$ cat src/rtl/core/tlpf_pkg.sv
// Shared types, constants and helpers of the tile layer pixel fetch block.
package tlpf_pkg;

   // Geometry follows from the fixed field widths of the item
   localparam int TILE_W      = 8;
   localparam int TILE_H      = 8;
   localparam int SHEET_COLS  = 16;
   localparam int SCREEN_COLS = 64;
   localparam int SCREEN_ROWS = 32;

   localparam int TILE_BITS = 8;
   localparam int TW_BITS   = $clog2(TILE_W);
   localparam int TH_BITS   = $clog2(TILE_H);
   localparam int SC_BITS   = $clog2(SHEET_COLS);
   localparam int SCC_BITS  = $clog2(SCREEN_COLS);
   localparam int SCR_BITS  = $clog2(SCREEN_ROWS);

   localparam int SHEET_AW    = TILE_BITS + TW_BITS + TH_BITS;
   localparam int CELL_AW     = SCC_BITS + SCR_BITS;
   localparam int SHEET_DEPTH = 1 << SHEET_AW;
   localparam int CELL_DEPTH  = 1 << CELL_AW;

   localparam int REQ_DATA_W = 56;
   localparam int RSP_DATA_W = 8;

   localparam int Q_DEPTH = 4;
   localparam int Q_AW    = $clog2(Q_DEPTH);

   // Input commands as carried in req_tuser
   localparam logic [1:0] CMD_SHEET_WR = 2'd0;
   localparam logic [1:0] CMD_CELL_WR  = 2'd1;
   localparam logic [1:0] CMD_FETCH    = 2'd2;

   // Register indexes
   localparam logic [1:0] REG_SCROLL_X      = 2'd0;
   localparam logic [1:0] REG_SCROLL_Y      = 2'd1;
   localparam logic [1:0] REG_TARGET_WIDTH  = 2'd2;
   localparam logic [1:0] REG_TARGET_HEIGHT = 2'd3;

   typedef enum logic [1:0] {
      OP_SHEET_WR = 2'd0,
      OP_CELL_WR  = 2'd1,
      OP_FETCH    = 2'd2
   } op_kind_type;

   typedef struct packed {
      logic [2:0] scroll_x;
      logic [2:0] scroll_y;
      logic [9:0] target_width;
      logic [8:0] target_height;
   } cfg_type;

   typedef struct packed {
      op_kind_type          kind;
      logic [SHEET_AW-1:0]  sheet_addr;
      logic [CELL_AW-1:0]   cell_addr;
      logic [7:0]           data;
      logic                 hit;
      logic [TW_BITS-1:0]   off_x;
      logic [TH_BITS-1:0]   off_y;
   } op_type;

   typedef struct packed {
      logic clear_busy;
   } back_status_type;

   // Sheet byte address: tile rows of the sheet above, pixel row, tile column, pixel column
   function automatic logic [SHEET_AW-1:0] sheet_addr_f(input logic [TILE_BITS-1:0] tile,
                                                      input logic [TW_BITS-1:0] col,
                                                      input logic [TH_BITS-1:0] row);
      sheet_addr_f = {tile[TILE_BITS-1:SC_BITS], row, tile[SC_BITS-1:0], col};
   endfunction

endpackage

$ cat src/rtl/core/tlpf_queue.sv
// Short queue of classified items between the front end and the back end.
module tlpf_queue (
   input  logic             clock,
   input  logic             reset,
   input  logic             push,
   input  tlpf_pkg::op_type push_op,
   input  logic             pop,
   output logic             empty,
   output logic             full,
   output tlpf_pkg::op_type head_op
);
   import tlpf_pkg::*;

   op_type          entry_ff [Q_DEPTH];
   logic [Q_AW-1:0] wr_ptr_ff, wr_ptr_in;
   logic [Q_AW-1:0] rd_ptr_ff, rd_ptr_in;
   logic [Q_AW:0]   count_ff, count_in;

   assign empty   = (count_ff == '0);
   assign full    = (count_ff == (Q_AW+1)'(Q_DEPTH));
   assign head_op = entry_ff[rd_ptr_ff];

   always_comb begin
      wr_ptr_in = push ? wr_ptr_ff + 1'b1 : wr_ptr_ff;
      rd_ptr_in = pop  ? rd_ptr_ff + 1'b1 : rd_ptr_ff;
      count_in  = count_ff + (Q_AW+1)'(push) - (Q_AW+1)'(pop);
   end

   always_ff @(posedge clock) begin
      if (reset) begin
         wr_ptr_ff <= '0;
         rd_ptr_ff <= '0;
         count_ff  <= '0;
      end else begin
         wr_ptr_ff <= wr_ptr_in;
         rd_ptr_ff <= rd_ptr_in;
         count_ff  <= count_in;
      end
   end

   always_ff @(posedge clock) begin
      if (push) begin
         entry_ff[wr_ptr_ff] <= push_op;
      end
   end

endmodule

$ cat config.mk
export PLATFORM = sky130hd
export DESIGN_NAME = tlpf_queue
export DESIGN_NICKNAME = d
export VERILOG_FILES = /design/src/rtl/core/tlpf_pkg.sv /design/src/rtl/core/tlpf_queue.sv
export SDC_FILE = /design/constraint.sdc
export NUM_CORES = 1
export LEC_CHECK = 0
export BUFFER_PORTS_ARGS = -buffer_cell sky130_fd_sc_hd__buf_2
export CORE_MARGIN = 1.5
export CORE_UTILIZATION = 57
export DETAILED_ROUTE_END_ITERATION = 10
export HOLD_SLACK_MARGIN = 0.05
export PLACE_DENSITY = 0.79
export SLEW_MARGIN = 0
export SYNTH_ARGS = -nofsm -noshare
export SYNTH_HDL_FRONTEND = slang
export SYNTH_SLANG_ARGS = --single-unit
$ cat constraint.sdc
create_clock -name clock -period 2.2 [get_ports clock]
set_input_delay 0.44 -clock clock [delete_from_list [all_inputs] [get_ports clock]]
set_output_delay 0.44 -clock clock [all_outputs]
set_load 0.01 [all_outputs]
==> impl_metrics.yaml, run 1 <==
finish:
  nets: 433
  stdcell_count: 533
  fill_cells: 656
  drive_gt1_frac: 0.4733
  area_delta_synth_final_pct: 20.78
  diodes: 0
  final_util: 0.7174
clock_tree:
  cts.sinks: 177
  insertion_delay_ps: 420
  htreeDepth: 4
  cts_root_buffer: "clkbuf_16"
  clkTransAtPathRegs_ps: 70
  clockBufferDepth: 2
  cts_buffers: 17
  cts_tree: "yes"
critical_path:
  slowest_stage: "mux4_2"
  path_buf_inv: 2
  cp.arrival_ps: 1720
  path_cells: "buf_12, mux4_2, buf_6"
  max_stage_delay_ps: 540
  required_ps: 1760
  worstPathMaxFanout: 12
  cp_top_family: "multiplexers"
  crit_path_start_kind: "flip-flop"
  end_kind: "output pin"
  ff2ff_setup_slack_ps: 420
  worst-setup-path-type: "flip-flop to output pin"
synth:
  synth-seq-cells: 177
  yosysSeqAreaShare: 0.7974
  yosysWarnings: 0
  synth_top_area_frac: 0.7699
  synth_cells: 262
  synth_cell_types: 22
  synth.cell_area_um2: 6553
  synth_most_common_cell: "edfxtp_1"
  synthTopCellsByCount: "edfxtp_1, mux4_2, dfxtp_1"
  synthArstFlopShare: 0
  avgSynthCellArea_um2: 25.01
  yosys.area.top_type: "edfxtp_1"
  ys.flop_type: "edfxtp_1"
  yosys-top-cells-area: "edfxtp_1, mux4_2, dfxtp_1"
  synth_nets: 315
  synth_edf_count: 168
job:
  drv_cap: 0
drt:
  via_per_inst: 5.636
  ant_nets: 0
  first_iter_violations: 173
  first_pass_iters: 5
  drc: 0
  avgRoutedWirePerCell_um: 20.75
  vias: 3004
  drt-total-wl_mm: 11.06
sta:
  min_period_ps: 2157
  worst_pin_slew_ps: 509.6
  relSlewSlack: 0.6602
  grt_setup_unrepaired: "true"
  holdWs_ps: 234.7
  drv_slew: 0
  setup_viol_count_final: 0
  fin_skew_ps: 11.02
  period_share: 0.9807
  hold_violations: 0
  fmax_mhz: 463.5
floorplan:
  core_region_area_um2: 11030
  die_w_um: 110.2
  die_h_um: 110.2
  die_area_um2: 12150
  row_count: 38
  start_util: 0.5940
  io_pins: 90
placement:
  routabilityCongestion: 0.7009
  dp.cells: 497
  hpwl_mm: 6.971
  io_buffers: 89
power:
  leakage_uw: 0.002741
  vdd_drop_max_mv: 0.5105
  powerDensity_nw_per_um2: 949.1
grt:
  antenna_found_initial: 1
  grt_pass1_vias: 3151
  grt_max_degree: 31
  grt_use_total: 0.1994
  overflow: 0
  grt_pass1_wl_mm: 16.62
hold_path:
  hold_path.class: "input pin to flip-flop"
outcome:
  status: "finished clean"
final cells by class:
class,count,area (um^2),area share
inverter,6,22.52,0.002846
sequential,177,5230,0.6609
clock buffer,18,429.2,0.05423
multi-input combinational,69,1191,0.1505
timing repair buffer,109,749.5,0.09470
clock inverter,14,116.4,0.01470
tap,140,175.2,0.02213
power breakdown:
part           switching [uW]  internal [uW]  leakage, uW  total [uW]
combinational             394            433     0.000869         826
sequential               58.2           3870      0.00162        3930
clock                    1210           1550     0.000254        2760
registers in the layout, summed over array words and instances (netlist names), named ones only:
name       count
rd_ptr_ff      2
entry_ff     168
count_ff       3
wr_ptr_ff      2
worst paths after layout:
path                                           startpoint                       end  cells after the start
worst max-delay path                            flip-flop               head_op[17]                      3
worst min-delay path                           push_op[6]  entry_ff[3][6]$_DFFE_PP_                      1
worst max register to register     count_ff[0]$_SDFF_PP0_    count_ff[2]$_SDFF_PP0_                      7
worst min register to register  rd_ptr_ff[1]$_SDFFE_PP0P_                 flip-flop                      2
what timing repair did:
item                                    4_1_cts  5_1_grt
hold endpoints to repair                      0        0
buffers inserted                              3        1
endpoints found under the setup margin       33       25
hold buffers                                  0        0
gates resized for setup                       1       11
layout by cell type (no fill, tap or decap), types with 2 or more instances in the layout:
master | Yosys | routed
edfxtp_1 | 168 | 168
and2_2 | 0 | 4
buf_12 | 4 | 7
clkbuf_16 | 0 | 17
dfxtp_1 | 9 | 7
mux4_2 | 40 | 41
buf_4 | 0 | 12
clkinv_1 | 0 | 2
buf_2 | 4 | 79
clkinv_2 | 0 | 3
ha_1 | 6 | 6
inv_6 | 0 | 2
xnor2_1 | 2 | 2
buf_6 | 1 | 11
nor2b_1 | 2 | 2
nor2_1 | 5 | 5
clkinvlp_4 | 0 | 5
inv_1 | 6 | 6
metrics by stage:
step	cell area (um^2)	total power, uW	setup TNS (ps)	setup slack, ps
CTS	7848	7540	0	11.44
global route	7914	7792	-185.8	-39.31
global placement	7276	4750	0	269.9
finish	7914	7511	0	42.54
floorplan	6553	4468	0	241.1
detailed placement	7276	4792	0	212.4
metal layers:
metal  vias to the layer above  GRT usage  wire length [um]
met1                      1562     0.2378              4384
met4                         2    0.06868               133
li1                       1334          -                 -
met5                         -          0                13
met3                        13    0.06643               578
met2                        93     0.3429              5952
worst register-to-register path: stages (launching register included):
cell and delay (ps):
dfxtp_1 340, inv_1 60, ha_1 270, inv_1 40, ha_1 180, fa_1 370, xor3_1 390, nor2_1 40
logic make-up after synthesis:
family,after synthesis,synth area share
muxes,43,0.1470
and+or+nand+nor,14,0.01146
AOI/OAI and AO/OA,2,0.002291
adders and majority gates,7,0.01451
buffers and inverters,16,0.02100
xor gates and xnor gates,3,0.006301
DFF,177,0.7974
Note: power is estimated with default switching activity, not from simulation.
==> run 2: changes to the inputs <==
RECOVER_POWER = 100   (was not set)
==> impl_metrics.yaml, run 2 (same netlist as run 1, synthesis figures left out) <==
outcome:
  status: "finished clean"
sta:
  fmax_mhz: 463.0
  drv_slew: 0
  hold_violations: 0
  holdWs_ps: 279.1
  fin_skew_ps: 11.99
  worst_pin_slew_ps: 942.4
  grt_setup_unrepaired: "true"
  period_share: 0.9817
  setup_viol_count_final: 0
  relSlewSlack: 0.3717
  min_period_ps: 2160
finish:
  final_cell_mix: "edfxtp_1, clkbuf_1, mux4_2"
  final_common_cell: "edfxtp_1"
  diodes: 0
  final_util: 0.7064
  regMostFlops: "entry_ff"
  multi_input_area_um2: 1189
  nets: 433
  largest_register_ff_count: 168
  area_delta_synth_final_pct: 18.92
  stdcell_count: 533
  drive_gt1_frac: 0.3435
  fill_cells: 685
  reg_top3: "entry_ff x168, count_ff x3"
  seq_area_um2: 5230
critical_path:
  crit_path_start_kind: "flip-flop"
  cp.arrival_ps: 1720
  required_ps: 1760
  end_kind: "output pin"
  worst-setup-path-type: "flip-flop to output pin"
  worstPathMaxFanout: 12
drt:
  via_per_inst: 5.565
  avgRoutedWirePerCell_um: 20.80
  vias: 2966
  ant_nets: 0
  drt-total-wl_mm: 11.09
  drc: 0
  first_pass_iters: 4
  first_iter_violations: 162
grt:
  grt_pass1_wl_mm: 16.62
  grt_max_degree: 31
  antenna_found_initial: 0
  grt_use_total: 0.1994
  overflow: 0
  grt_pass1_vias: 3151
hold_path:
  hold_path.class: "input pin to flip-flop"
clock_tree:
  htreeDepth: 4
  cts.sinks: 177
  insertion_delay_ps: 420
  holdBufCountCts: 0
  cts_root_buffer: "clkbuf_16"
  cts_buffers: 17
  cts_tree: "yes"
  clockBufferDepth: 2
  clkTransAtPathRegs_ps: 70
floorplan:
  start_util: 0.5940
  row_count: 38
  die_w_um: 110.2
  die_h_um: 110.2
  die_area_um2: 12150
  io_pins: 90
  core_region_area_um2: 11030
job:
  drv_cap: 0
placement:
  hpwl_mm: 6.971
  io_buffers: 89
  dp.cells: 497
  routabilityCongestion: 0.7009
power:
  powerDensity_nw_per_um2: 959.8
  vdd_drop_max_mv: 0.5078
  leakage_uw: 0.002589
-- run 2: cell types whose count changed in the layout (fill, tap and decap cells not counted), sizes merged --
cell,change
buf,-66
clkbuf,+66
-- run 2: metrics by stage --
stage | area, um^2 | worst slack (ps) | TNS, ps | power (uW)
after detailed placement | 7276 | 212.4 | 0 | 4792
final | 7792 | 40.32 | 0 | 7479
after global placement | 7276 | 269.9 | 0 | 4750
after CTS | 7848 | 11.44 | 0 | 7540
after global routing | 7792 | -39.31 | -391.9 | 7763
after floorplan | 6553 | 241.1 | 0 | 4468
-- run 2: final timing paths --
check                            startpoint                        end  slack, ps  cells past startpoint
hold reg to reg   rd_ptr_ff[1]$_SDFFE_PP0P_                  flip-flop        540                      2
hold / removal                        reset     count_ff[2]$_SDFF_PP0_        280                      2
setup / recovery                  flip-flop                head_op[17]         40                      3
setup reg to reg  wr_ptr_ff[1]$_SDFFE_PP0P_  entry_ff[0][12]$_DFFE_PP_        130                      4
-- run 2: area by class of cell --
type,count,area share
flip-flops and latches,177,0.6712
clock inverters,14,0.01493
clock buffers,18,0.05507
well taps,140,0.02248
multi-input cells,69,0.1525
inverters,6,0.002890
repair buffers,109,0.08092
-- run 2: critical path, stage by stage (launching register included) --
cell and delay (ps):
dfxtp_4 430, buf_12 180, mux4_2 540, buf_6 140
-- run 2: layer usage --
metal / track usage / vias to the layer above / wire length [um]
li1: - / 1337 / -
met1: 0.2378 / 1535 / 4419
met2: 0.3429 / 83 / 5929
met3: 0.06643 / 11 / 608
met4: 0.06868 / 0 / 130
met5: 0 / - / 0
-- run 2: report_power, final --
group	leakage, uW	switching, uW	total, uW	internal [uW]
clock	0.000254	1210	2750	1550
combinational	0.000717	394	796	402
sequential	0.00162	58.1	3930	3870
-- run 2: timing repair --
action                     4_1_cts  5_1_grt
gates resized for setup          1       11
setup endpoints to repair       33       25
buffers inserted                 3        1
==> run 3: changes to the inputs <==
RECOVER_POWER = 50   (was 100)
==> impl_metrics.yaml, run 3 (same netlist as run 1, synthesis figures left out) <==
placement:
  dp.cells: 497
  dp_slack_ps: 212.4
  hpwl_mm: 6.971
  io_buffers: 89
  routabilityCongestion: 0.7009
grt:
  grt_use_total: 0.1994
  grt_pass1_wl_mm: 16.62
  grt_max_degree: 31
  antenna_found_initial: 0
  overflow: 0
  grt_pass1_vias: 3151
finish:
  regMostFlops: "entry_ff"
  final_util: 0.7127
  nets: 433
  drive_gt1_frac: 0.3664
  diodes: 0
  stdcell_count: 533
  final_cell_mix: "edfxtp_1, clkbuf_1, mux4_2"
  area_delta_synth_final_pct: 19.97
  largest_register_ff_count: 168
  reg_top3: "entry_ff x168, count_ff x3"
  final_common_cell: "edfxtp_1"
clock_tree:
  cts_root_buffer: "clkbuf_16"
  cts_buffers: 17
  htreeDepth: 4
  insertion_delay_ps: 420
  cts_tree: "yes"
  clkTransAtPathRegs_ps: 60
  cts.sinks: 177
  clockBufferDepth: 2
  holdBufCountCts: 0
drt:
  avgRoutedWirePerCell_um: 20.75
  first_pass_iters: 4
  first_iter_violations: 156
  ant_nets: 0
  via_per_inst: 5.621
  drt-total-wl_mm: 11.06
  drc: 0
  vias: 2996
sta:
  setup_tns_ps: 0
  relSlewSlack: 0.6611
  min_period_ps: 2158
  period_share: 0.9811
  setup_viol_count_final: 0
  hold_violations: 0
  fmax_mhz: 463.3
  fin_skew_ps: 10.30
  grt_setup_unrepaired: "true"
  drv_slew: 0
  setup_ws_ps: 41.69
  worst_pin_slew_ps: 508.4
critical_path:
  worstPathMaxFanout: 12
  end_kind: "output pin"
  r2r-end: "count_ff[2]$_SDFF_PP0_"
  slowest_stage: "mux4_2"
  cp.arrival_ps: 1720
  required_ps: 1760
  crit_path_start_kind: "flip-flop"
  worst-setup-path-type: "flip-flop to output pin"
  path_cells: "buf_12, mux4_2, buf_6"
  reg2reg_from: "count_ff[0]$_SDFF_PP0_"
  ff2ff_setup_slack_ps: 420
  reg2reg_depth: 7
  max_stage_delay_ps: 540
hold_path:
  hold_start: "reset"
  whs_path_depth: 2
  hold_path.class: "input pin to flip-flop"
  hold-path-endpoint: "count_ff[2]$_SDFF_PP0_"
power:
  vdd_drop_max_mv: 0.5072
  powerDensity_nw_per_um2: 954.0
  leakage_uw: 0.002625
floorplan:
  die_area_um2: 12150
  start_util: 0.5940
  die_h_um: 110.2
  row_count: 38
  die_w_um: 110.2
  core_region_area_um2: 11030
  io_pins: 90
outcome:
  status: "finished clean"
job:
  drv_cap: 0
## run 3: cell count changes in the layout (fill, tap and decap cells not counted), sizes merged
cell	change
buf	+24
clkbuf	-24
## run 3: worst max-delay path by stage
stage,from,cells after the start,slack (ps),to
after floorplan,wr_ptr_ff[0]$_SDFFE_PP0P_,3,240,entry_ff[2][0]$_DFFE_PP_
after global placement,pop,7,270,count_ff[2]$_SDFF_PP0_
after detailed placement,pop,7,210,count_ff[2]$_SDFF_PP0_
after CTS,flip-flop,3,10,head_op[8]
after global routing,flip-flop,3,-40,head_op[8]
final,flip-flop,3,40,head_op[17]
## run 3: area by class of cell
cell class / instances / area (um^2)
Tap cell: 140 / 175.2
Clock inverter: 14 / 116.4
Sequential cell: 177 / 5230
Inverter: 6 / 22.52
Clock buffer: 18 / 429.2
Multi-Input combinational cell: 69 / 1191
Fill cell: 676 / 3169
Timing Repair Buffer: 109 / 696.9
## run 3: report_power, final
| group | total [uW] | switching (uW) | leakage [uW] | internal (uW) |
|---|---|---|---|---|
| sequential | 3930 | 58.3 | 0.00162 | 3870 |
| clock | 2760 | 1210 | 0.000254 | 1550 |
| combinational | 816 | 394 | 0.000753 | 422 |
## run 3: worst max-delay path: cells and delay by family, from the launching register on
| kind | cells | cell delay (ps) |
|---|---|---|
| flops | 1 | 430 |
| buf+inv | 2 | 320 |
| mux | 1 | 540 |
## run 3: metal layers
metal | up-vias | global-route usage | wire length [um]
li1 | 1335 | - | -
met1 | 1564 | 0.2378 | 4445
met2 | 86 | 0.3429 | 5955
met3 | 11 | 0.06643 | 530
met4 | 0 | 0.06868 | 130
met5 | - | 0 | 0
## run 3: per-stage QoR
stage / cell area (um^2) / hold WS [ps] / total power [uW]
3_3_place_gp: 7276 / 516.7 / 4750
2_1_floorplan: 6553 / 491.8 / 4468
3_5_place_dp: 7276 / 530.6 / 4792
4_1_cts: 7848 / 219.0 / 7540
5_1_grt: 7861 / 272.2 / 7781
6_report: 7861 / 279.2 / 7500
## run 3: timing repair
| item | in CTS | in global routing |
|---|---|---|
| endpoints found under the setup margin | 33 | 25 |
| resized for setup | 1 | 11 |
| buffers inserted | 3 | 1 |
| pin swaps | 0 | 0 |
