File: config.mk
export PLATFORM = sky130hd
export DESIGN_NAME = tlpf_front
export DESIGN_NICKNAME = d
export VERILOG_FILES = /design/src/rtl/core/tlpf_pkg.sv /design/src/rtl/core/tlpf_front.sv
export SDC_FILE = /design/constraint.sdc
export NUM_CORES = 1
export LEC_CHECK = 0
export BUFFER_PORTS_ARGS = -buffer_cell sky130_fd_sc_hd__buf_2
export CAP_MARGIN = 20
export CORE_ASPECT_RATIO = 0.6
export CORE_UTILIZATION = 24
export DETAILED_ROUTE_END_ITERATION = 12
export PLACE_DENSITY = 0.71
export SLEW_MARGIN = 5
export SYNTH_ARGS = -nofsm -noshare
export SYNTH_HDL_FRONTEND = slang
export SYNTH_SLANG_ARGS = --single-unit
export TNS_END_PERCENT = 1
File: constraint.sdc
create_clock -name vclk -period 4.25
set_input_delay 0.2125 -clock vclk [all_inputs]
set_output_delay 0.2125 -clock vclk [all_outputs]
set_load 0.01 [all_outputs]
File: src/rtl/core/tlpf_pkg.sv
// Shared types, constants and helpers of the tile layer pixel fetch block.
package tlpf_pkg;

   // Geometry follows from the fixed field widths of the item
   localparam int TILE_W      = 8;
   localparam int TILE_H      = 8;
   localparam int SHEET_COLS  = 16;
   localparam int SCREEN_COLS = 64;
   localparam int SCREEN_ROWS = 32;

   localparam int TILE_BITS = 8;
   localparam int TW_BITS   = $clog2(TILE_W);
   localparam int TH_BITS   = $clog2(TILE_H);
   localparam int SC_BITS   = $clog2(SHEET_COLS);
   localparam int SCC_BITS  = $clog2(SCREEN_COLS);
   localparam int SCR_BITS  = $clog2(SCREEN_ROWS);

   localparam int SHEET_AW    = TILE_BITS + TW_BITS + TH_BITS;
   localparam int CELL_AW     = SCC_BITS + SCR_BITS;
   localparam int SHEET_DEPTH = 1 << SHEET_AW;
   localparam int CELL_DEPTH  = 1 << CELL_AW;

   localparam int REQ_DATA_W = 56;
   localparam int RSP_DATA_W = 8;

   localparam int Q_DEPTH = 4;
   localparam int Q_AW    = $clog2(Q_DEPTH);

   // Input commands as carried in req_tuser
   localparam logic [1:0] CMD_SHEET_WR = 2'd0;
   localparam logic [1:0] CMD_CELL_WR  = 2'd1;
   localparam logic [1:0] CMD_FETCH    = 2'd2;

   // Register indexes
   localparam logic [1:0] REG_SCROLL_X      = 2'd0;
   localparam logic [1:0] REG_SCROLL_Y      = 2'd1;
   localparam logic [1:0] REG_TARGET_WIDTH  = 2'd2;
   localparam logic [1:0] REG_TARGET_HEIGHT = 2'd3;

   typedef enum logic [1:0] {
      OP_SHEET_WR = 2'd0,
      OP_CELL_WR  = 2'd1,
      OP_FETCH    = 2'd2
   } op_kind_type;

   typedef struct packed {
      logic [2:0] scroll_x;
      logic [2:0] scroll_y;
      logic [9:0] target_width;
      logic [8:0] target_height;
   } cfg_type;

   typedef struct packed {
      op_kind_type          kind;
      logic [SHEET_AW-1:0]  sheet_addr;
      logic [CELL_AW-1:0]   cell_addr;
      logic [7:0]           data;
      logic                 hit;
      logic [TW_BITS-1:0]   off_x;
      logic [TH_BITS-1:0]   off_y;
   } op_type;

   typedef struct packed {
      logic clear_busy;
   } back_status_type;

   // Sheet byte address: tile rows of the sheet above, pixel row, tile column, pixel column
   function automatic logic [SHEET_AW-1:0] sheet_addr_f(input logic [TILE_BITS-1:0] tile,
                                                      input logic [TW_BITS-1:0] col,
                                                      input logic [TH_BITS-1:0] row);
      sheet_addr_f = {tile[TILE_BITS-1:SC_BITS], row, tile[SC_BITS-1:0], col};
   endfunction

endpackage

File: src/rtl/core/tlpf_front.sv
// Front end: accepts items, classifies commands, works out addresses and clipping.
module tlpf_front (
   input  logic                            req_tvalid,
   output logic                            req_tready,
   input  logic [tlpf_pkg::REQ_DATA_W-1:0] req_tdata,
   input  logic [1:0]                      req_tuser,
   input  tlpf_pkg::cfg_type               cfg,
   input  logic                            clear_busy,
   input  logic                            q_full,
   output logic                            push,
   output tlpf_pkg::op_type                push_op
);
   import tlpf_pkg::*;

   localparam int TILE_LSB  = 0;
   localparam int PCOL_LSB  = 8;
   localparam int PROW_LSB  = 11;
   localparam int PDATA_LSB = 14;
   localparam int CCOL_LSB  = 22;
   localparam int CROW_LSB  = 28;
   localparam int TX_LSB    = 33;
   localparam int TY_LSB    = 42;

   logic [7:0] tile;
   logic [8:0] tx;
   logic [7:0] ty;
   logic [8:0] lx;
   logic [7:0] ly;
   logic       hit;
   logic       accept;

   assign tile = req_tdata[TILE_LSB +: 8];
   assign tx   = req_tdata[TX_LSB +: 9];
   assign ty   = req_tdata[TY_LSB +: 8];

   assign lx = tx - 9'(cfg.scroll_x);
   assign ly = ty - 8'(cfg.scroll_y);

   // grid always spans the whole 9x8-bit target range, so only the edges clip
   assign hit = ({1'b0, tx} < cfg.target_width) && ({1'b0, ty} < cfg.target_height) &&
                (tx >= 9'(cfg.scroll_x)) && (ty >= 8'(cfg.scroll_y));

   assign req_tready = !clear_busy && !q_full;
   assign accept     = req_tvalid && req_tready;

   always_comb begin
      push_op.kind       = OP_FETCH;
      push_op.sheet_addr = sheet_addr_f(tile, req_tdata[PCOL_LSB +: TW_BITS],
                                        req_tdata[PROW_LSB +: TH_BITS]);
      push_op.cell_addr  = {ly[TH_BITS +: SCR_BITS], lx[TW_BITS +: SCC_BITS]};
      push_op.data       = req_tdata[PDATA_LSB +: 8];
      push_op.hit        = hit;
      push_op.off_x      = lx[TW_BITS-1:0];
      push_op.off_y      = ly[TH_BITS-1:0];
      push               = 1'b0;
      case (req_tuser)
         CMD_SHEET_WR: begin
            push_op.kind = OP_SHEET_WR;
            push         = accept;
         end
         CMD_CELL_WR: begin
            push_op.kind      = OP_CELL_WR;
            push_op.cell_addr = {req_tdata[CROW_LSB +: SCR_BITS], req_tdata[CCOL_LSB +: SCC_BITS]};
            push_op.data      = tile;
            push              = accept;
         end
         CMD_FETCH: begin
            push_op.kind = OP_FETCH;
            push         = accept;
         end
         default: begin
            // unused command: taken and dropped
            push = 1'b0;
         end
      endcase
   end

endmodule

==> reports/qor.csv, run 1 <==
metric,value,unit
initial cell density of the core,0.253,
fill count,518,
pin count of the biggest net entering global routing,26,
aggregate negative setup slack,0,ps
Max Fclk,0.475,GHz
Max-slew headroom,0.575,
DP Worst Slack,2060,ps
Die W,92.0,µm
WP data required,4040,ps
die height,56.0,µm
Post-Synth Adder-Cell Area,0.259,
fin crit period,2100,ps
Max Cap Violations,0,
cell taking the most area after synthesis,ha_1,
Slew Limit Fails,0,
Crit. End Element,primary output,
Final setup viols,0,
PD cells,112,nW/µm²
Buffers on Ports,112,
RSZ-0062 raised after global routing,no,
Area Overhead vs Synth,43.8,%
Syn Nets,293,
YS warnings,0,
Finished Layout Cells,340,
final core utilization,0.364,
Overflow after GRT,0,
worst path arrival time,1890,ps
sequential fraction of the synthesis area,0,
All-Layer GR Usage,0.136,
mux share of post-synthesis cell area,0,
number of global-route vias before repair,1269,
largest family of logic cells by synthesized area,simple AND/OR/NAND/NOR gates,
CLK BUF,0,
worst hold path type,in -> out,
First DRT Iteration DRCs,41,
gp weighted congestion,0.823,
layout cell share with drive strength beyond 1,0.419,
Initial DRT Pass Iterations,4,
worst slew pin tran,638,ps
maximum VDD drop,0.0337,mV
via count,1483,
worst-path fanout max,3,
core footprint,4610,µm²
Post-CTS Resized,0,
first-pass GRT wire length,5840,µm
die area,5160,µm²
status,"finished, final reports clean",
Setup CP Type,in -> out,
post-route ant nets,0,
CP startpoint,req_tdata[42],
placed wire-length estimate,3400,µm
Sequential Area,0,µm²
syn avg cell area,6.34,µm²
initial antenna violation count,0,
ant diodes,0,
cell count after placement,340,
Post-CTS Setup Inserts,0,
wire per inst,10.9,µm
IO Pins,130,
hold buffer count at CTS,0,
CP Launch Type,input port,
total routed wirelength,3710,µm
nets@finish,388,
Syn Inst Count,184,
top cells by instance count after synthesis,"nand2_1 (36), inv_1 (29), ha_1 (21), buf_4 (15), o21ai_0 (12)",
cell with the most instances after synthesis,nand2_1,
Synth area leaders,"ha_1 (23%), nand2_1 (12%), buf_4 (9.6%)",
Residual DRC,0,
xor/xnor share of the synthesized area,0.0750,
final worst slack,2150,ps
Via-to-Cell Ratio,4.36,
Final Cycle Share,0.495,
Mapped Area,1170,µm²
Leak,1.01,nW
row cnt,19,
FFs & Latches,0,
Synth Area in Compound Gates,0.166,
post-synthesis simple-gate area fraction,0.297,
hold_sp,req_tdata[13],
Synth top area share,0.225,
Synth cell types,38,
final hold vios,0,
[cell families after synthesis]
group,count (synthesis)
AO/OA/AOI/OAI,31
XOR/XNOR,10
adder cells (fa/ha/maj),23
buffers and inverters,48
AND/OR/NAND/NOR,72
[per-stage QoR]
stage | instance area, µm² | power, mW | hold slack, ps
after detailed placement | 1680 | 0.190 | 425
after global routing | 1680 | 0.212 | 425
after floorplan | 1170 | 0.113 | 473
after CTS | 1680 | 0.190 | 425
after global placement | 1680 | 0.185 | 425
final | 1680 | 0.187 | 425
[layout make-up]
cell class,count,area (µm²),area share
Multi-Input combinational cell,136,931,0.554
Timing Repair Buffer,112,561,0.334
Inverter,29,109,0.0648
Tap cell,63,78.8,0.0469
[routing by layer]
layer	track usage	wire length, µm	part of all wire
met1	0.191	1780	0.48
met2	0.240	1660	0.45
met3	0.0137	266	0.072
met4	0	0	0
met5	0	0	0
[power by group]
group | internal [mW] | leakage, nW | switching (mW)
clock | 0 | 0 | 0
combinational | 0.0886 | 1.01 | 0.0989
sequential | 0 | 0 | 0
[final timing paths]
check / endpoint / slack (ps) / depth (start not counted)
worst min-delay path: push_op[35] / 430 / 0
worst max-delay path: push_op[6] / 2150 / 9
[critical path: stages]
cell	delay, ps
buf_2	80
inv_1	40
ha_1	220
fa_1	400
nor2b_1	220
a311oi_1	70
a21oi_1	160
nor4b_1	280
buf_2	190
[placed cells by master (no fill, tap or decap)]
master / instances
a2111o_1: 1
or3_1: 2
nor2b_1: 4
inv_1: 29
o211ai_1: 1
and3_1: 2
nand4_1: 1
nand2b_1: 1
nor3_1: 2
a21oi_1: 5
xnor2_1: 7
xor2_1: 3
o32ai_1: 1
a311oi_1: 1
or3_2: 1
o21ai_0: 12
a211oi_1: 2
or3_4: 1
nor4b_1: 1
o2bb2ai_1: 1
or2_2: 1
buf_2: 112
o21a_1: 1
nand2_1: 36
fa_1: 2
nor4_1: 3
a31oi_1: 4
o41ai_1: 1
a21o_1: 1
nand4b_1: 1
nand3_1: 2
nand3b_1: 1
nor3_2: 1
nor2_1: 11
or3b_1: 1
ha_1: 21
(Power assumes the default switching activity.)
==> run 2, diff against run 1 <==
--- a/config.mk
+++ b/config.mk
@@ -10,7 +10,7 @@
 export CORE_ASPECT_RATIO = 0.6
 export CORE_UTILIZATION = 24
 export DETAILED_ROUTE_END_ITERATION = 12
-export PLACE_DENSITY = 0.71
+export PLACE_DENSITY = 0.73
 export SLEW_MARGIN = 5
 export SYNTH_ARGS = -nofsm -noshare
 export SYNTH_HDL_FRONTEND = slang
==> constraint.sdc (replaced) <==
create_clock -name vclk -period 1.9
set_input_delay 0.095 -clock vclk [all_inputs]
set_output_delay 0.095 -clock vclk [all_outputs]
set_load 0.01 [all_outputs]
==> run 2 against run 1 <==
  * First-iteration DRC count up 15%
  * Worst hold slack lost 240 ps
  * Utilization is 0.49 points higher
  * Global-route usage shrank 0.39 points
  * Final cell count rose by 0.29%
  * Setup slack worse by 2000 ps
  * Critical path depth decreased by 2
  * Combinational power increased by 130%
  * Cell area is 1.3% higher
  * Sequential share of layout area is the same
  * Non-clock buffer count up 1
  * Sequential cell count unchanged
  * Largest power group unchanged
==> reports/qor.csv, run 2 (synthesis results as in run 1) <==
metric,value,unit,change
status,"finished, final reports clean",,
Post-CTS Resized,0,,unchanged
ant diodes,0,,unchanged
worst path cell trace,buf_2 > ha_1 > or3_4 > nor3_2 > or3b_1 > a31oi_1 > buf_2,,
pin count of the biggest net entering global routing,26,,unchanged
worst-path fanout max,5,,+2
layout cell share with drive strength beyond 1,0.432,,+0.0129
RSZ-0062 raised after global routing,no,,
initial antenna violation count,0,,unchanged
nets@finish,389,,+0.26%
Final setup viols,0,,unchanged
worst slew pin tran,622,ps,-15.8 ps
CP Launch Type,input port,,
aggregate negative setup slack,0,ps,unchanged
Setup CP Type,in -> out,,
core footprint,4610,µm²,unchanged
CLK BUF,0,,unchanged
final core utilization,0.369,,+0.00488
worst hold path type,in -> out,,
FFs & Latches,0,,unchanged
Initial DRT Pass Iterations,4,,unchanged
critical path's slowest cell,or3_4,,
Worst path top cell family by delay,simple AND/OR/NAND/NOR gates,,
Post-CTS Setup Inserts,0,,unchanged
via count,1470,,-0.88%
worst path arrival time,1660,ps,-230 ps
Die W,92.0,µm,unchanged
wire per inst,10.6,µm,-3.2%
Overflow after GRT,0,,unchanged
Area Overhead vs Synth,45.8,%,
Slew Limit Fails,0,,unchanged
All-Layer GR Usage,0.132,,-0.00386
First DRT Iteration DRCs,47,,+15%
Sequential Area,0,µm²,unchanged
PD cells,249,nW/µm²,+120%
total routed wirelength,3600,µm,-2.9%
Final Cycle Share,0.926,,
hold buffer count at CTS,0,,unchanged
WP buf/inv,2,,-1
fin crit period,1760,ps,
Crit. End Element,primary output,,
final hold vios,0,,unchanged
maximum VDD drop,0.0659,mV,+96%
Buffers on Ports,112,,unchanged
initial cell density of the core,0.253,,unchanged
Leak,1.02,nW,+0.85%
first-pass GRT wire length,5620,µm,-3.8%
"commonest non-fill, non-tap cell in the layout",buf_2,,
die height,56.0,µm,unchanged
CP peak stage delay,410,ps,about the same
Via-to-Cell Ratio,4.31,,-1.2%
Max Cap Violations,0,,unchanged
WP data required,1800,ps,-2240 ps
Residual DRC,0,,unchanged
IO Pins,130,,unchanged
die area,5160,µm²,unchanged
row cnt,19,,unchanged
Max Fclk,0.568,GHz,
Crit path top cell by count,buf_2,,
post-route ant nets,0,,unchanged
Max-slew headroom,0.585,,+0.0105
number of global-route vias before repair,1296,,+2.1%
most frequent cells in the layout,"buf_2 (112), nand2_1 (36), inv_1 (29)",,
placed wire-length estimate,3320,µm,-2.3%
gp weighted congestion,0.779,,-5.3%
## run 2: cell count changes in the layout (fill, tap and decap cells not counted), sizes merged
| cell | delta |
|---|---|
| buf | +1 |
## run 2: layout make-up
class,count,area [µm²]
repair buffers,113,568
fillers,518,2910
multi-input cells,136,946
well taps,63,78.8
inverters,29,109
## run 2: layer usage
metal,vias to the layer above,GRT usage,part of all wire
li1,792,-,-
met1,613,0.177,0.46
met2,63,0.233,0.44
met3,2,0.0232,0.094
met4,0,0.00670,0.0044
met5,-,0,0
## run 2: report_power, final
| part | total, mW | internal [mW] | leakage, nW | switching [mW] |
|---|---|---|---|---|
| clock network | 0 | 0 | 0 | 0 |
| logic | 0.424 | 0.202 | 1.02 | 0.222 |
| registers | 0 | 0 | 0 | 0 |
## run 2: worst paths after layout
path                 startpoint           to  slack (ps)  cells after the start
setup / recovery  req_tdata[44]  push_op[25]         140                      7
hold / removal     req_tdata[9]  push_op[27]         190                      0
## run 2: metrics by stage
step,area (µm²),total power [mW],worst slack (ps),cells,hold WS [ps]
after global placement,1690,0.415,91.0,341,190
after global routing,1700,0.480,15.7,341,190
after CTS,1690,0.425,32.5,341,190
after detailed placement,1690,0.424,42.2,341,190
final,1700,0.424,140,341,190
after floorplan,1170,0.252,351,184,238
==> run 3, diff against run 2 <==
--- a/config.mk
+++ b/config.mk
@@ -8,9 +8,9 @@
 export BUFFER_PORTS_ARGS = -buffer_cell sky130_fd_sc_hd__buf_2
 export CAP_MARGIN = 20
 export CORE_ASPECT_RATIO = 0.6
-export CORE_UTILIZATION = 24
+export CORE_UTILIZATION = 36
 export DETAILED_ROUTE_END_ITERATION = 12
-export PLACE_DENSITY = 0.73
+export PLACE_DENSITY = 0.95
 export SLEW_MARGIN = 5
 export SYNTH_ARGS = -nofsm -noshare
 export SYNTH_HDL_FRONTEND = slang
==> constraint.sdc (replaced) <==
create_clock -name vclk -period 2
set_input_delay 0.1 -clock vclk [all_inputs]
set_output_delay 0.1 -clock vclk [all_outputs]
set_load 0.01 [all_outputs]
==> run 3 against run 2 <==
  * Final cell count decreased by 5.9%
  * Total power down 4.0%
  * Routed wire length fell by 1.2%
  * First-iteration DRC count fell by 15%
  * Die area down 32%
  * Non-clock buffer count up 1
  * Critical path type unchanged
  * Critical endpoint is now push_op[6]
==> reports/qor.csv, run 3 (synthesis results as in run 1) <==
metric,value,unit,change
status,"finished, final reports clean",,
hold buffer count at CTS,0,,unchanged
initial cell density of the core,0.394,,+0.141
Via-to-Cell Ratio,4.75,,+10%
Final setup viols,0,,unchanged
First DRT Iteration DRCs,40,,-15%
cell count after placement,321,,-5.9%
worst slew pin tran,610,ps,-12.3 ps
Die W,75.5,µm,-18%
row cnt,15,,-4
Overflow after GRT,0,,unchanged
Hold EP,push_op[34],,
met3 usage,0.0175,,-0.00572
worst path arrival time,1690,ps,+30 ps
busiest layer in global routing,met2,,
switching share of total power,0.524,,about the same
first-pass GRT wire length,5110,µm,-9.1%
wire per inst,11.1,µm,+4.9%
WP buf/inv,3,,+1
hold_sp,req_tdata[12],,
met1 Resource Use GR,0.247,,+0.0698
post-route ant nets,0,,unchanged
Area Overhead vs Synth,42.9,%,
Crit. End Element,primary output,,
All-Layer GR Usage,0.189,,+0.0562
CP Launch Type,input port,,
P_sw,0.214,mW,-3.9%
maximum VDD drop,0.115,mV,+75%
GR Util met2,0.348,,+0.115
most frequent cells in the layout,"buf_2 (112), nand2_1 (36), inv_1 (29)",,
post-route total power,0.407,mW,-4.0%
Post-CTS Resized,0,,unchanged
gp weighted congestion,0.866,,+11%
Leak,1.02,nW,about the same
CLK BUF,0,,unchanged
Crit path top cell by count,buf_2,,
layout cell share with drive strength beyond 1,0.423,,-0.00872
placed cell area,1670,µm²,-1.1%
Initial DRT Pass Iterations,4,,unchanged
CP peak stage delay,430,ps,+20 ps
core footprint,2970,µm²,-36%
Residual DRC,0,,unchanged
critical path's slowest cell,fa_1,,
worst path cell trace,buf_2 > inv_1 > ha_1 > fa_1 > nor2b_1 > a311oi_1 > a21oi_1 > nor4b_1 > buf_2,,
Hold WS,200,ps,+10.0 ps
Max-slew headroom,0.593,,+0.00818
PD cells,244,nW/µm²,-2.0%
Buffers on Ports,112,,unchanged
"commonest non-fill, non-tap cell in the layout",buf_2,,
Slew Limit Fails,0,,unchanged
Sequential Area,0,µm²,unchanged
Post-CTS Setup Inserts,0,,unchanged
Max Cap Violations,0,,unchanged
area taken by multi-input logic gates,931,µm²,-1.6%
placed wire-length estimate,3220,µm,-3.2%
combinational share of power,1.000,,about the same
die area,3480,µm²,-32%
Worst path top cell family by delay,adder cells,,
nets@finish,390,,+0.26%
initial antenna violation count,0,,unchanged
ant diodes,0,,unchanged
Setup CP Type,in -> out,,
number of global-route vias before repair,1201,,-7.3%
WP data required,1900,ps,+100 ps
aggregate negative setup slack,0,ps,unchanged
worst hold path type,in -> out,,
total routed wirelength,3550,µm,-1.2%
pin count of the biggest net entering global routing,26,,unchanged
cell internal pwr,0.194,mW,-4.0%
Max Fclk,0.558,GHz,
die height,46.1,µm,-18%
hold path depth,0,,unchanged
RSZ-0062 raised after global routing,no,,
worst-path fanout max,2,,-3
IO Pins,130,,unchanged
via count,1524,,+3.7%
Final Cycle Share,0.896,,
Finished Layout Cells,321,,-5.9%
fill count,286,,-45%
Sequential Power Share,0,,unchanged
fin crit period,1790,ps,
FFs & Latches,0,,unchanged
clock share of power,0,,unchanged
design area,1670,µm²,-2.0%
final hold vios,0,,unchanged
## run 3: cell type report
type,count,area share
Inverter,29,0.0653
Timing Repair Buffer,114,0.345
Tap cell,42,0.0315
Multi-Input combinational cell,136,0.558
## run 3: power groups by stage
| stage | Clock, mW | Combinational (mW) | Sequential (mW) |
|---|---|---|---|
| after CTS | 0 | 0.409 | 0 |
| after floorplan | 0 | 0.240 | 0 |
| after global routing | 0 | 0.460 | 0 |
| after detailed placement | 0 | 0.407 | 0 |
| final | 0 | 0.407 | 0 |
| after global placement | 0 | 0.391 | 0 |
## run 3: layer usage
layer | wire (µm) | vias to the layer above
met5 | 0 | -
met4 | 19 | 0
met3 | 279 | 4
met2 | 1660 | 74
met1 | 1600 | 652
li1 | - | 794
## run 3: per-stage QoR
stage / worst slack, ps / utilization
2_1_floorplan: 441 / -
3_3_place_gp: 226 / 0.562
3_5_place_dp: 222 / 0.562
4_1_cts: 226 / 0.562
5_1_grt: 58.4 / 0.562
6_report: 208 / 0.562
## run 3: how the worst max path moves through the flow
stage	start	end	cells past startpoint
final	req_tdata[42]	push_op[6]	9
after global routing	req_tdata[42]	push_op[6]	9
after CTS	req_tdata[42]	push_op[24]	10
after detailed placement	req_tdata[42]	push_op[24]	10
after global placement	req_tdata[42]	push_op[6]	9
after floorplan	req_tdata[42]	push_op[6]	8
